[src/rtl/core/wrs_pkg.sv]
// wrs_pkg: shared constants, codes and channel types of the weighted random select block.
// Depends on nothing. Used by wrs_ctrl, wrs_datapath and weighted_random_select.
package wrs_pkg;

   // table geometry and arithmetic widths
   localparam int TABLE_DEPTH = 64;
   localparam int WEIGHT_BITS = 16;
   localparam int IDX_W       = $clog2(TABLE_DEPTH);
   localparam int COUNT_W     = IDX_W + 1;
   localparam int SUM_W       = WEIGHT_BITS + IDX_W;
   localparam int TAG_W       = 8;
   localparam int FRAC_BITS   = 16;
   localparam int PROD_W      = FRAC_BITS + SUM_W;
   localparam int ENTRY_W     = SUM_W + TAG_W;

   // opcodes
   localparam logic [1:0] OP_CLEAR = 2'd0;
   localparam logic [1:0] OP_LOAD  = 2'd1;
   localparam logic [1:0] OP_DRAW  = 2'd2;

   // result status codes
   localparam logic [1:0] ST_OK   = 2'd0;
   localparam logic [1:0] ST_NONE = 2'd1;
   localparam logic [1:0] ST_FULL = 2'd2;
   localparam logic [1:0] ST_ZERO = 2'd3;

   typedef struct packed {
      logic [1:0]  opcode;
      logic [15:0] weight;
      logic [7:0]  item_tag;
      logic [15:0] rand_fraction;
   } req_type;

   typedef struct packed {
      logic [1:0] status;
      logic [7:0] selected_tag;
      logic [5:0] selected_index;
   } rsp_type;

   // controller to datapath
   typedef struct packed {
      logic       capture;     // latch the accepted request
      logic       clear;       // empty the table
      logic       load;        // append one entry
      logic       set_status;  // plain result with status code only
      logic [1:0] status;
      logic       start;       // form target, open search window
      logic       read;        // read table at search midpoint
      logic       step;        // narrow the window with the read data
      logic       finish;      // close search, form result
      logic       emit;        // move result into the output register
   } cmd_type;

   // datapath to controller
   typedef struct packed {
      logic [1:0] opcode;
      logic       weight_zero;
      logic       table_full;
      logic       table_empty;
      logic       search_done;
      logic       out_free;
   } sts_type;

endpackage

[src/rtl/core/wrs_ram.sv]
// wrs_ram: generic single-write, single-read RAM with registered read data.
// Depends on nothing.
module wrs_ram #(
   parameter int WIDTH  = 8,
   parameter int DEPTH  = 64,
   parameter int ADDR_W = $clog2(DEPTH)
) (
   input  logic              clock,
   input  logic              wr_en,
   input  logic [ADDR_W-1:0] wr_addr,
   input  logic [WIDTH-1:0]  wr_data,
   input  logic              rd_en,
   input  logic [ADDR_W-1:0] rd_addr,
   output logic [WIDTH-1:0]  rd_data
);

   logic [WIDTH-1:0] mem_ff [DEPTH];
   logic [WIDTH-1:0] rd_data_ff;

   always_ff @(posedge clock) begin
      if (wr_en) begin
         mem_ff[wr_addr] <= wr_data;
      end
      if (rd_en) begin
         rd_data_ff <= mem_ff[rd_addr];
      end
   end

   assign rd_data = rd_data_ff;

endmodule

[src/rtl/core/wrs_ctrl.sv]
// wrs_ctrl: sequencing state machine of the weighted random select block.
// Depends on wrs_pkg (cmd_type, sts_type, opcode and status codes).
module wrs_ctrl (
   input  logic             clock,
   input  logic             reset,
   input  logic             req_valid,
   output logic             req_stall,
   input  wrs_pkg::sts_type sts,
   output wrs_pkg::cmd_type cmd
);

   typedef enum logic [4:0] {
      S_IDLE   = 5'b00001,
      S_DECODE = 5'b00010,
      S_READ   = 5'b00100,
      S_CMP    = 5'b01000,
      S_DONE   = 5'b10000
   } state_type;

   state_type state_ff, state_in;

   always_comb begin
      state_in  = state_ff;
      cmd       = '0;
      req_stall = 1'b1;
      unique case (state_ff)
         S_IDLE: begin
            req_stall = 1'b0;
            if (req_valid) begin
               cmd.capture = 1'b1;
               state_in    = S_DECODE;
            end
         end
         S_DECODE: begin
            state_in = S_DONE;
            case (sts.opcode)
               wrs_pkg::OP_CLEAR: begin
                  cmd.clear = 1'b1;
               end
               wrs_pkg::OP_LOAD: begin
                  if (sts.weight_zero) begin
                     cmd.set_status = 1'b1;
                     cmd.status     = wrs_pkg::ST_ZERO;
                  end else if (sts.table_full) begin
                     cmd.set_status = 1'b1;
                     cmd.status     = wrs_pkg::ST_FULL;
                  end else begin
                     cmd.load = 1'b1;
                  end
               end
               wrs_pkg::OP_DRAW: begin
                  if (sts.table_empty) begin
                     cmd.set_status = 1'b1;
                     cmd.status     = wrs_pkg::ST_NONE;
                  end else begin
                     cmd.start = 1'b1;
                     state_in  = S_READ;
                  end
               end
               default: begin
                  cmd.set_status = 1'b1;
                  cmd.status     = wrs_pkg::ST_OK;
               end
            endcase
         end
         S_READ: begin
            if (sts.search_done) begin
               cmd.finish = 1'b1;
               state_in   = S_DONE;
            end else begin
               cmd.read = 1'b1;
               state_in = S_CMP;
            end
         end
         S_CMP: begin
            cmd.step = 1'b1;
            state_in = S_READ;
         end
         S_DONE: begin
            // hold the result until the output register can take it
            if (sts.out_free) begin
               cmd.emit = 1'b1;
               state_in = S_IDLE;
            end
         end
         default: begin
            state_in = S_IDLE;
         end
      endcase
   end

   always_ff @(posedge clock) begin
      if (reset) begin
         state_ff <= S_IDLE;
      end else begin
         state_ff <= state_in;
      end
   end

endmodule

[src/rtl/core/wrs_datapath.sv]
// wrs_datapath: table, running total, draw multiply, search window and output register.
// Depends on wrs_pkg and wrs_ram.
module wrs_datapath (
   input  logic             clock,
   input  logic             reset,
   input  wrs_pkg::req_type req_data,
   input  wrs_pkg::cmd_type cmd,
   output wrs_pkg::sts_type sts,
   output logic             rsp_valid,
   input  logic             rsp_stall,
   output wrs_pkg::rsp_type rsp_data
);

   localparam int SUM_W   = wrs_pkg::SUM_W;
   localparam int COUNT_W = wrs_pkg::COUNT_W;
   localparam int IDX_W   = wrs_pkg::IDX_W;
   localparam int TAG_W   = wrs_pkg::TAG_W;

   wrs_pkg::req_type req_ff;
   wrs_pkg::rsp_type res_ff, res_in;
   wrs_pkg::rsp_type rsp_ff;
   logic             rsp_valid_ff, rsp_valid_in;

   logic [COUNT_W-1:0] count_ff, count_in;
   logic [SUM_W-1:0]   total_ff, total_in;
   logic [SUM_W-1:0]   target_ff, target_in;
   logic [COUNT_W-1:0] lo_ff, lo_in;
   logic [COUNT_W-1:0] hi_ff, hi_in;
   logic [TAG_W-1:0]   cand_tag_ff, cand_tag_in;

   logic [COUNT_W-1:0]         mid;
   logic [SUM_W-1:0]           new_total;
   logic [wrs_pkg::PROD_W-1:0] product;
   logic [wrs_pkg::ENTRY_W-1:0] rd_entry;
   logic [SUM_W-1:0]           rd_sum;
   logic [TAG_W-1:0]           rd_tag;

   assign new_total = total_ff
                    + {{(SUM_W-wrs_pkg::WEIGHT_BITS){1'b0}},
                       req_ff.weight[wrs_pkg::WEIGHT_BITS-1:0]};
   assign product   = wrs_pkg::PROD_W'(req_ff.rand_fraction) * wrs_pkg::PROD_W'(total_ff);
   assign mid       = lo_ff + ((hi_ff - lo_ff) >> 1);
   assign rd_sum    = rd_entry[wrs_pkg::ENTRY_W-1:TAG_W];
   assign rd_tag    = rd_entry[TAG_W-1:0];

   wrs_ram #(
      .WIDTH (wrs_pkg::ENTRY_W),
      .DEPTH (wrs_pkg::TABLE_DEPTH)
   ) u_table (
      .clock   (clock),
      .wr_en   (cmd.load),
      .wr_addr (count_ff[IDX_W-1:0]),
      .wr_data ({new_total, req_ff.item_tag}),
      .rd_en   (cmd.read),
      .rd_addr (mid[IDX_W-1:0]),
      .rd_data (rd_entry)
   );

   always_comb begin
      count_in     = count_ff;
      total_in     = total_ff;
      target_in    = target_ff;
      lo_in        = lo_ff;
      hi_in        = hi_ff;
      cand_tag_in  = cand_tag_ff;
      res_in       = res_ff;
      rsp_valid_in = rsp_valid_ff;

      if (cmd.clear) begin
         count_in = '0;
         total_in = '0;
         res_in   = '{status: wrs_pkg::ST_OK, selected_tag: '0, selected_index: '0};
      end
      if (cmd.load) begin
         count_in = count_ff + COUNT_W'(1);
         total_in = new_total;
         res_in   = '{status: wrs_pkg::ST_OK, selected_tag: '0,
                      selected_index: count_ff[IDX_W-1:0]};
      end
      if (cmd.set_status) begin
         res_in = '{status: cmd.status, selected_tag: '0, selected_index: '0};
      end
      if (cmd.start) begin
         target_in = product[wrs_pkg::PROD_W-1:wrs_pkg::FRAC_BITS];
         lo_in     = '0;
         hi_in     = count_ff;
      end
      if (cmd.step) begin
         // upper bound: keep the tag whenever the window's top moves to mid
         if (rd_sum > target_ff) begin
            hi_in       = mid;
            cand_tag_in = rd_tag;
         end else begin
            lo_in = mid + COUNT_W'(1);
         end
      end
      if (cmd.finish) begin
         if (lo_ff < count_ff) begin
            res_in = '{status: wrs_pkg::ST_OK, selected_tag: cand_tag_ff,
                       selected_index: lo_ff[IDX_W-1:0]};
         end else begin
            res_in = '{status: wrs_pkg::ST_NONE, selected_tag: '0, selected_index: '0};
         end
      end

      if (rsp_valid_ff && !rsp_stall) begin
         rsp_valid_in = 1'b0;
      end
      if (cmd.emit) begin
         rsp_valid_in = 1'b1;
      end
   end

   always_ff @(posedge clock) begin
      if (reset) begin
         count_ff     <= '0;
         total_ff     <= '0;
         rsp_valid_ff <= 1'b0;
      end else begin
         count_ff     <= count_in;
         total_ff     <= total_in;
         rsp_valid_ff <= rsp_valid_in;
      end
   end

   always_ff @(posedge clock) begin
      if (cmd.capture) begin
         req_ff <= req_data;
      end
      if (cmd.emit) begin
         rsp_ff <= res_ff;
      end
      target_ff   <= target_in;
      lo_ff       <= lo_in;
      hi_ff       <= hi_in;
      cand_tag_ff <= cand_tag_in;
      res_ff      <= res_in;
   end

   assign sts.opcode      = req_ff.opcode;
   assign sts.weight_zero = (req_ff.weight[wrs_pkg::WEIGHT_BITS-1:0] == '0);
   assign sts.table_full  = (count_ff >= COUNT_W'(wrs_pkg::TABLE_DEPTH));
   assign sts.table_empty = (count_ff == '0) || (total_ff == '0);
   assign sts.search_done = (lo_ff >= hi_ff);
   assign sts.out_free    = !rsp_valid_ff || !rsp_stall;

   assign rsp_valid = rsp_valid_ff;
   assign rsp_data  = rsp_ff;

endmodule

[src/rtl/core/weighted_random_select.sv]
// Weighted random select: roulette-wheel selection over a 64-entry table of cumulative
// weight sums. Each request takes one transfer and gives exactly one result. Clear, load
// and unused opcodes pass from decode straight to the done state, as does a draw
// on an empty table. A draw multiplies the random fraction by the running total to form
// the search target, then runs an upper-bound binary search in halving steps, each a
// table RAM read followed by a compare. A table of n entries needs at most
// floor(log2(n)) + 1 steps. One request is in work at a time; a finished result waits
// in the output register while the next request is taken. The table needs no
// initialization: after reset it is empty.
// Depends on wrs_pkg, wrs_ctrl, wrs_datapath and wrs_ram.
module weighted_random_select (
   input  logic             clock,
   input  logic             reset,
   input  logic             req_valid,
   output logic             req_stall,
   input  wrs_pkg::req_type req_data,
   output logic             rsp_valid,
   input  logic             rsp_stall,
   output wrs_pkg::rsp_type rsp_data
);

   wrs_pkg::cmd_type cmd;
   wrs_pkg::sts_type sts;

   wrs_ctrl u_ctrl (
      .clock     (clock),
      .reset     (reset),
      .req_valid (req_valid),
      .req_stall (req_stall),
      .sts       (sts),
      .cmd       (cmd)
   );

   wrs_datapath u_datapath (
      .clock     (clock),
      .reset     (reset),
      .req_data  (req_data),
      .cmd       (cmd),
      .sts       (sts),
      .rsp_valid (rsp_valid),
      .rsp_stall (rsp_stall),
      .rsp_data  (rsp_data)
   );

   // every request transfer is latched by the datapath
   a_capture_on_transfer: assert property (@(posedge clock) disable iff (reset)
      (req_valid && !req_stall) |-> cmd.capture)
      else $error("request transfer not captured");

   // never overwrite a result that is still stalled at the output
   a_no_overwrite: assert property (@(posedge clock) disable iff (reset)
      cmd.emit |-> !(rsp_valid && rsp_stall))
      else $error("result emitted over a stalled result");

   // a store happens only into a free slot with a nonzero weight
   a_load_legal: assert property (@(posedge clock) disable iff (reset)
      cmd.load |-> (!sts.table_full && !sts.weight_zero))
      else $error("illegal table store");

   // a search step only runs on a nonempty window
   a_step_window: assert property (@(posedge clock) disable iff (reset)
      cmd.step |-> !sts.search_done)
      else $error("search step on an empty window");

endmodule
[config.mk]
export PLATFORM = sky130hd
export DESIGN_NAME = weighted_random_select
export DESIGN_NICKNAME = d
export VERILOG_FILES = /design/src/rtl/core/wrs_pkg.sv /design/src/rtl/core/wrs_ram.sv /design/src/rtl/core/wrs_ctrl.sv /design/src/rtl/core/wrs_datapath.sv /design/src/rtl/core/weighted_random_select.sv
export SDC_FILE = /design/constraint.sdc
export NUM_CORES = 2
export LEC_CHECK = 0
export ABC_AREA = 1
export ABC_CLOCK_PERIOD_IN_PS = 6000
export BUFFER_PORTS_ARGS = -buffer_cell sky130_fd_sc_hd__buf_2
export CAP_MARGIN = 20
export CORE_MARGIN = 1.5
export CORE_UTILIZATION = 57
export DETAILED_ROUTE_END_ITERATION = 10
export PLACE_DENSITY = 0.77
export SLEW_MARGIN = 20
export SYNTH_ARGS = -nofsm -noshare
export SYNTH_HDL_FRONTEND = slang
export SYNTH_SLANG_ARGS = --single-unit
export TNS_END_PERCENT = 20
[constraint.sdc]
create_clock -name clock -period 6 [get_ports clock]
set_clock_uncertainty 0.2 [all_clocks]
set_input_delay 0.9 -clock clock [delete_from_list [all_inputs] [get_ports clock]]
set_output_delay 0.9 -clock clock [all_outputs]
set_load 0.005 [all_outputs]
# Yosys cells after proc, flatten, opt, wreduce, memory -nomap -nowiden
# Memory sizes are Yosys's and may differ from the RTL's. A register that Yosys moved wholly into a read port is not among the register bits.
# Cells that the tools add are included.
[word_totals]
memories = 1
out_inout_bits = 18
elab_cells = 98
ramBits = 1920
input_bits = 46
reg_bits = 153
[memory_table]
columns = ["memory", "depth", "width", "rd", "rd_ports_with_merged_regs", "wr", "line_no", "text"]
rows = [
  ["u_datapath.u_table.mem_ff", 64, 30, 1, 1, 1, "wrs_ram.sv:17", "logic [WIDTH-1:0] mem_ff [DEPTH];"],
]
[op_classes]
n_addsub = 5
n_mux = 46
n_eq_ne = 9
mul = 1
reduce_logical = 14
magnitude_cmp = 4
[op_table]
columns = ["cell", "n"]
rows = [
  ["16-bit two-way mux", 4],
  ["7-bit two-way mux", 8],
  ["22-bit two-way mux", 2],
  ["16-bit by 22-bit multiplier with 38-bit output", 1],
  ["5-bit two-way mux", 5],
  ["5-bit case mux with 5 select lines", 1],
  ["22-bit by 16-bit adder with 22-bit output", 1],
  ["22-bit greater-than comparator", 1],
  ["22-bit logical NOT", 1],
  ["1-bit two-way mux", 20],
  ["16-bit logical NOT", 1],
  ["15-bit two-way mux", 1],
  ["7-bit by 1-bit adder with 7-bit output (second input constant)", 2],
  ["3-bit two-way mux", 3],
  ["3-bit case mux with 3 select lines", 1],
  ["7-bit by 6-bit adder with 7-bit output", 1],
  ["7-bit >= comparator", 1],
  ["7-bit >= comparator (second input constant)", 1],
  ["7-bit logical NOT", 1],
  ["7-bit < comparator", 1],
  ["7-bit subtractor", 1],
  ["6-bit two-way mux", 1],
  ["5-bit by 1-bit == test with 1-bit output (second input constant)", 1],
  ["5-bit by 2-bit == test with 1-bit output (second input constant)", 1],
  ["13 further kinds", 18],
]

# Longest topological paths before layout
[depth]
depth_word = 9
ltp_mapped = 27

# Cells and area by module
# From an unflattened synthesis, not the netlist that was laid out.
[unflattened]
cells_unflattened = 8993
hier_area_um2 = 98271.8
[modules_own_cells]
columns = ["mod", "cells_each", "n_inst", "area_each_um2"]
rows = [
  ["wrs_ram", 6514, 1, 78430.2],
  ["wrs_datapath", 2411, 1, 19424.9],
  ["wrs_ctrl", 68, 1, 416.6],
]

# Worst setup path before layout
# Ideal clock, no wire load.
[synth_path]
path_type = "register -> register"
startpoint = "register u_datapath.total_ff[14]"
endpoint = "register u_datapath.target_ff[15] (data pin)"
setup_time_ns = 0.252
path_stages_with_launch = 24
period_less_slack_ns = 5.723
setup_slack_ns = 0.277
arrival_time_ns = 5.270
path_cell_list = "dfxtp_1 clkbuf_1 clkbuf_1 nand2_1 fa_1 inv_1 fa_1 inv_1 fa_1 inv_1 fa_1 fa_1 inv_1 fa_1 inv_1 ha_1 a21oi_1 o21ai_0 a21oi_1 nor2_1 nor3_1 nand2_1 nand2_1 nand2_1"
[synth_between]
elab_chain_cells = 1
[synth_lines]
columns = ["element", "line_no", "text"]
rows = [
  ["start: declaration", "wrs_datapath.sv:25", "logic [SUM_W-1:0] total_ff, total_in;"],
  ["start signal: assignment", "wrs_datapath.sv:121", "total_ff <= total_in;"],
  ["16-bit by 22-bit multiplier with 38-bit output", "wrs_datapath.sv:41", "assign product = wrs_pkg::PROD_W'(req_ff.rand_fraction) * wrs_pkg::PROD_W'(total_ff);"],
  ["net u_datapath.product, one bit", "wrs_datapath.sv:33", "logic [wrs_pkg::PROD_W-1:0] product;"],
  ["end signal: assignment", "wrs_datapath.sv:133", "target_ff <= target_in;"],
  ["end: declaration", "wrs_datapath.sv:26", "logic [SUM_W-1:0] target_ff, target_in;"],
]
# The timed path passes the listed nets, and every way through them passes these cells.
# A chain may end at the register's enable or synchronous reset.

# Worst setup path after layout
[layout_path]
startpoint = "register u_datapath.total_ff[6]"
endpoint = "register u_datapath.target_ff[9] (data pin)"
# Same word-level chain as after synthesis.

==> key figures <==
Cells and area
  • Layout net count: between 8000 and 9000
  • Post-route core utilization: 0.644
  • Most frequent cells in the layout: edfxtp_1 (2054), nor2_1 (1391), o21ai_0 (997), nand2_1 (770), inv_1 (641)
  • Fillers: around 12000
  • Design area: 0.108 sq mm
  • Share of layout cells above drive strength 1: 0.0908
  • Synthesis-to-layout area growth: 12.1%
  • Commonest non-fill, non-tap cell in the layout: edfxtp_1

Detailed routing
  • Via count: approximately 67000
  • Post-DR wirelength/cell: 25.6 um
  • Drt via density: 6.29
  • WL final: ~270000 um
  • Max layer used: met5
  • Antenna Nets Post-Route: 0
  • Metal2 WL: approximately 120000 um
  • Met3 wirelength from detailed routing: between 30000 and 40000 um
  • Drt initial violations: between 10000 and 15000
  • WL met1: between 90000 and 100000 um
  • DR pass1 iterations: 7
  • DR DRC count: 0

Global route
  • GR Overflow Total: 0
  • Global-route wire length before repair: around 400000 um
  • Initial antenna violation count: 11
  • Vias in the first global route: 64400
  • Total track usage: 0.317
  • Largest net degree at the start of global routing: ~220

Clocking
  • Root Driver: clkbuf_16
  • CTS Sinks: around 2100
  • Clock Latency Late Sink: approximately 850 ps
  • CTS tree: built
  • Total CTS buffers: between 200 and 250
  • Clock buffer depth: 3
  • # H-tree levels: 4
  • Clk slew on worst S/H paths: 70 ps

Setup path
  • Nature of the critical path startpoint: register
  • CP Depth: 19
  • Cells on worst reg2reg path: 19
  • Most used cell along the critical path: fa_1
  • Critical path data arrival time: about 6300 ps
  • FF-to-FF End: u_datapath.target_ff[9]$_DFFE_PP_
  • Req. time, crit path: roughly 6500 ps
  • Slowest cell delay on critical path: ~570 ps
  • Top cell family by delay on the critical path: adder cells
  • Critical Path, Cell by Cell: buf_4 -> nand2_1 -> fa_1 -> inv_1 -> fa_1 -> fa_1 -> fa_1 -> fa_1 -> inv_1 -> fa_1 -> inv_1 -> ha_1 -> nand2_1 -> o21ai_0 -> a21oi_1 -> nand2_2 -> nand2_1 -> nand2_1 -> xor2_2
  • R2R Setup Slk: between 150 and 200 ps
  • Worst path bufs/invs: 4
  • CP max stage cell: dfxtp_1
  • Nature of the critical path endpoint: register
  • Worst R2R Start: u_datapath.total_ff[6]$_SDFFE_PP0P_
  • Crit path max fanout: 9
  • Crit path kind: register to register

Logic synthesis
  • Yosys warns: 0
  • Library cells used by synthesis: 35
  • Mapped Cells: 8187
  • Seq/Total Area, Yosys: 0.652
  • Syn Area/Cell: roughly 12 sq um
  • Top cells by area, synth: edfxtp_1 (64%), fa_1 (5.8%), nor2_1 (5.7%)
  • Synth area leader: edfxtp_1
  • Syn nets: just under 9000
  • Seq cells post-synth: between 2000 and 2500
  • Synth Cell Area: ~0.096 sq mm
  • Synth top area share: 0.642

Power and ir drop
  • Power Density: about 280 mW/mm^2
  • Pleak: roughly 0.039 uW
  • Max VDD drop: between 0.2 and 0.3 mV

Die
  • Die Y: 414 um
  • Die area: about 0.17 sq mm
  • Initial Util: 0.574
  • Core box area: approximately 0.17 sq mm
  • Row count: 150
  • Die Wd: a little over 400 um
  • I/O pin count: between 60 and 70

Hold path
  • WHS Path Cells: 1
  • HP Class: input port to register
  • WHS Endpoint: u_datapath.req_ff[8]$_DFFE_PP_
  • Hold wc startpoint: req_data[8]

Placement
  • Gpl congestion: between 0.9 and 1
  • Cell Area, Placed: roughly 0.10 sq mm
  • DP HPWL: around 160000 um
  • Port buffer count: 63

Timing
  • Worst-Margin Slew: about 1200 ps
  • Fmax achieved: about 170 MHz
  • Final Hold Violating Endpoints: 0
  • Max-slew headroom: 0.221
  • RSZ-0062 raised after global routing: yes
  • Min Tclk post-route: about 5800 ps
  • Setup violations, final: 0
  • Final critical-path share of the clock period: 0.974
  • Max Transition Viols Final: 0

Job
  • Max-cap violations: 0

Status
  • Status: completed
## where the power goes
group	internal [uW]	switching [uW]	total, uW
sequential	16200	37.2	16300
combinational	172	662	834
clock	7490	5570	13100
## metal layers
| layer | up-vias | track usage |
|---|---|---|
| li1 | 29000 | - |
| met1 | 32900 | 0.421 |
| met2 | 4333 | 0.487 |
| met3 | 699 | 0.0752 |
| met4 | 16 | 0.167 |
| met5 | - | 0 |
## Yosys cell counts, drive strengths merged
cell type / count
o21ai: 1002
dfxtp: 49
clkinv: 4
a21o: 5
buf: 165
ha: 167
o221ai: 180
nand3: 516
a31oi: 2
nor4: 4
o21a: 5
nand3b: 10
xnor2: 7
nor3: 25
a21oi: 103
or2: 5
o21bai: 5
o31ai: 1
edfxtp: 2054
clkbuf: 344
fa: 280
and2: 15
a21boi: 2
nand4: 25
nor3b: 1
inv: 647
nand2: 780
a211oi: 1
nor2: 1460
o211ai: 303
xor2: 20
## final cells by class
cell class	count	area (sq um)	share of cell area
sequential	2103	62700	0.581
multi-input combinational	4924	29900	0.277
clock buffer	255	5460	0.0507
timing repair buffer	359	3250	0.0302
tap	2204	2760	0.0256
inverter	651	2470	0.0229
clock inverter	124	1330	0.0123
antenna	2	5.00	0.0000464
## kinds of logic (layout without fill, tap and decap cells)
logic type                 count (synthesis)  after routing  synth area share
buffers and inverters                   1160           1389            0.0467
adders and majority gates                447            447            0.0800
xor gates and xnor gates                  27             27           0.00254
and+or+nand+nor                         2841           2841             0.120
other                                      0              2                 0
AOI/OAI and AO/OA                       1609           1609            0.0992
DFF                                     2103           2103             0.652
## sequential cells by signal (all words and copies together) (netlist names)
register / flops
u_datapath.u_table.mem_ff: 1920
u_datapath.req_ff: 40
u_datapath.u_table.rd_data: 30
u_datapath.target_ff: 22
u_datapath.total_ff: 22
u_datapath.res_ff: 16
u_datapath.rsp_data: 16
u_datapath.cand_tag_ff: 8
u_datapath.count_ff: 7
u_datapath.hi_ff: 7
u_datapath.lo_ff: 7
u_ctrl.state_ff: 5
u_datapath.sts: 2
u_datapath.rsp_valid: 1
## worst max-delay path by stage
stage | start | end | slack [ps]
floorplan | u_datapath.total_ff[14]$_SDFFE_PP0P_ | u_datapath.target_ff[15]$_DFFE_PP_ | 280
global placement | u_datapath.req_ff[4]$_DFFE_PP_ | u_datapath.target_ff[21]$_DFFE_PP_ | 60
detailed placement | u_datapath.req_ff[4]$_DFFE_PP_ | u_datapath.target_ff[21]$_DFFE_PP_ | -3
CTS | u_datapath.req_ff[5]$_DFFE_PP_ | u_datapath.target_ff[19]$_DFFE_PP_ | 60
global route | u_datapath.req_ff[4]$_DFFE_PP_ | u_datapath.target_ff[9]$_DFFE_PP_ | -40
finish | u_datapath.total_ff[6]$_SDFFE_PP0P_ | u_datapath.target_ff[9]$_DFFE_PP_ | 150
## what timing repair did
action,in CTS,in global routing
hold endpoints to repair,33,0
gates resized for setup,1,59
hold buffers,33,0
pin swaps,0,6
endpoints found under the setup margin,2,22
setup buffers,0,13
## through the flow
step                std cells  power [uW]  setup TNS (ps)  hold slack (ps)  worst slack [ps]
floorplan                8187       16900               0              200               277
global placement        10200       17300               0              202              56.1
detailed placement      10200       17300           -4.04              206             -3.07
CTS                     10600       30200               0             4.22              60.1
global route            10600       30700           -95.2             30.8             -36.2
finish                  10600       30200               0             52.4               155
## worst reg2reg max path: cells and delay by family (launching register included)
kind,cells,cell delay (ps)
adders and majority gates,7,3270
AOI/OAI and AO/OA,2,480
and+or+nand+nor,5,510
xor gates and xnor gates,1,220
buffers and inverters,4,410
DFF,1,570
Power figures use the tool's default switching activity.
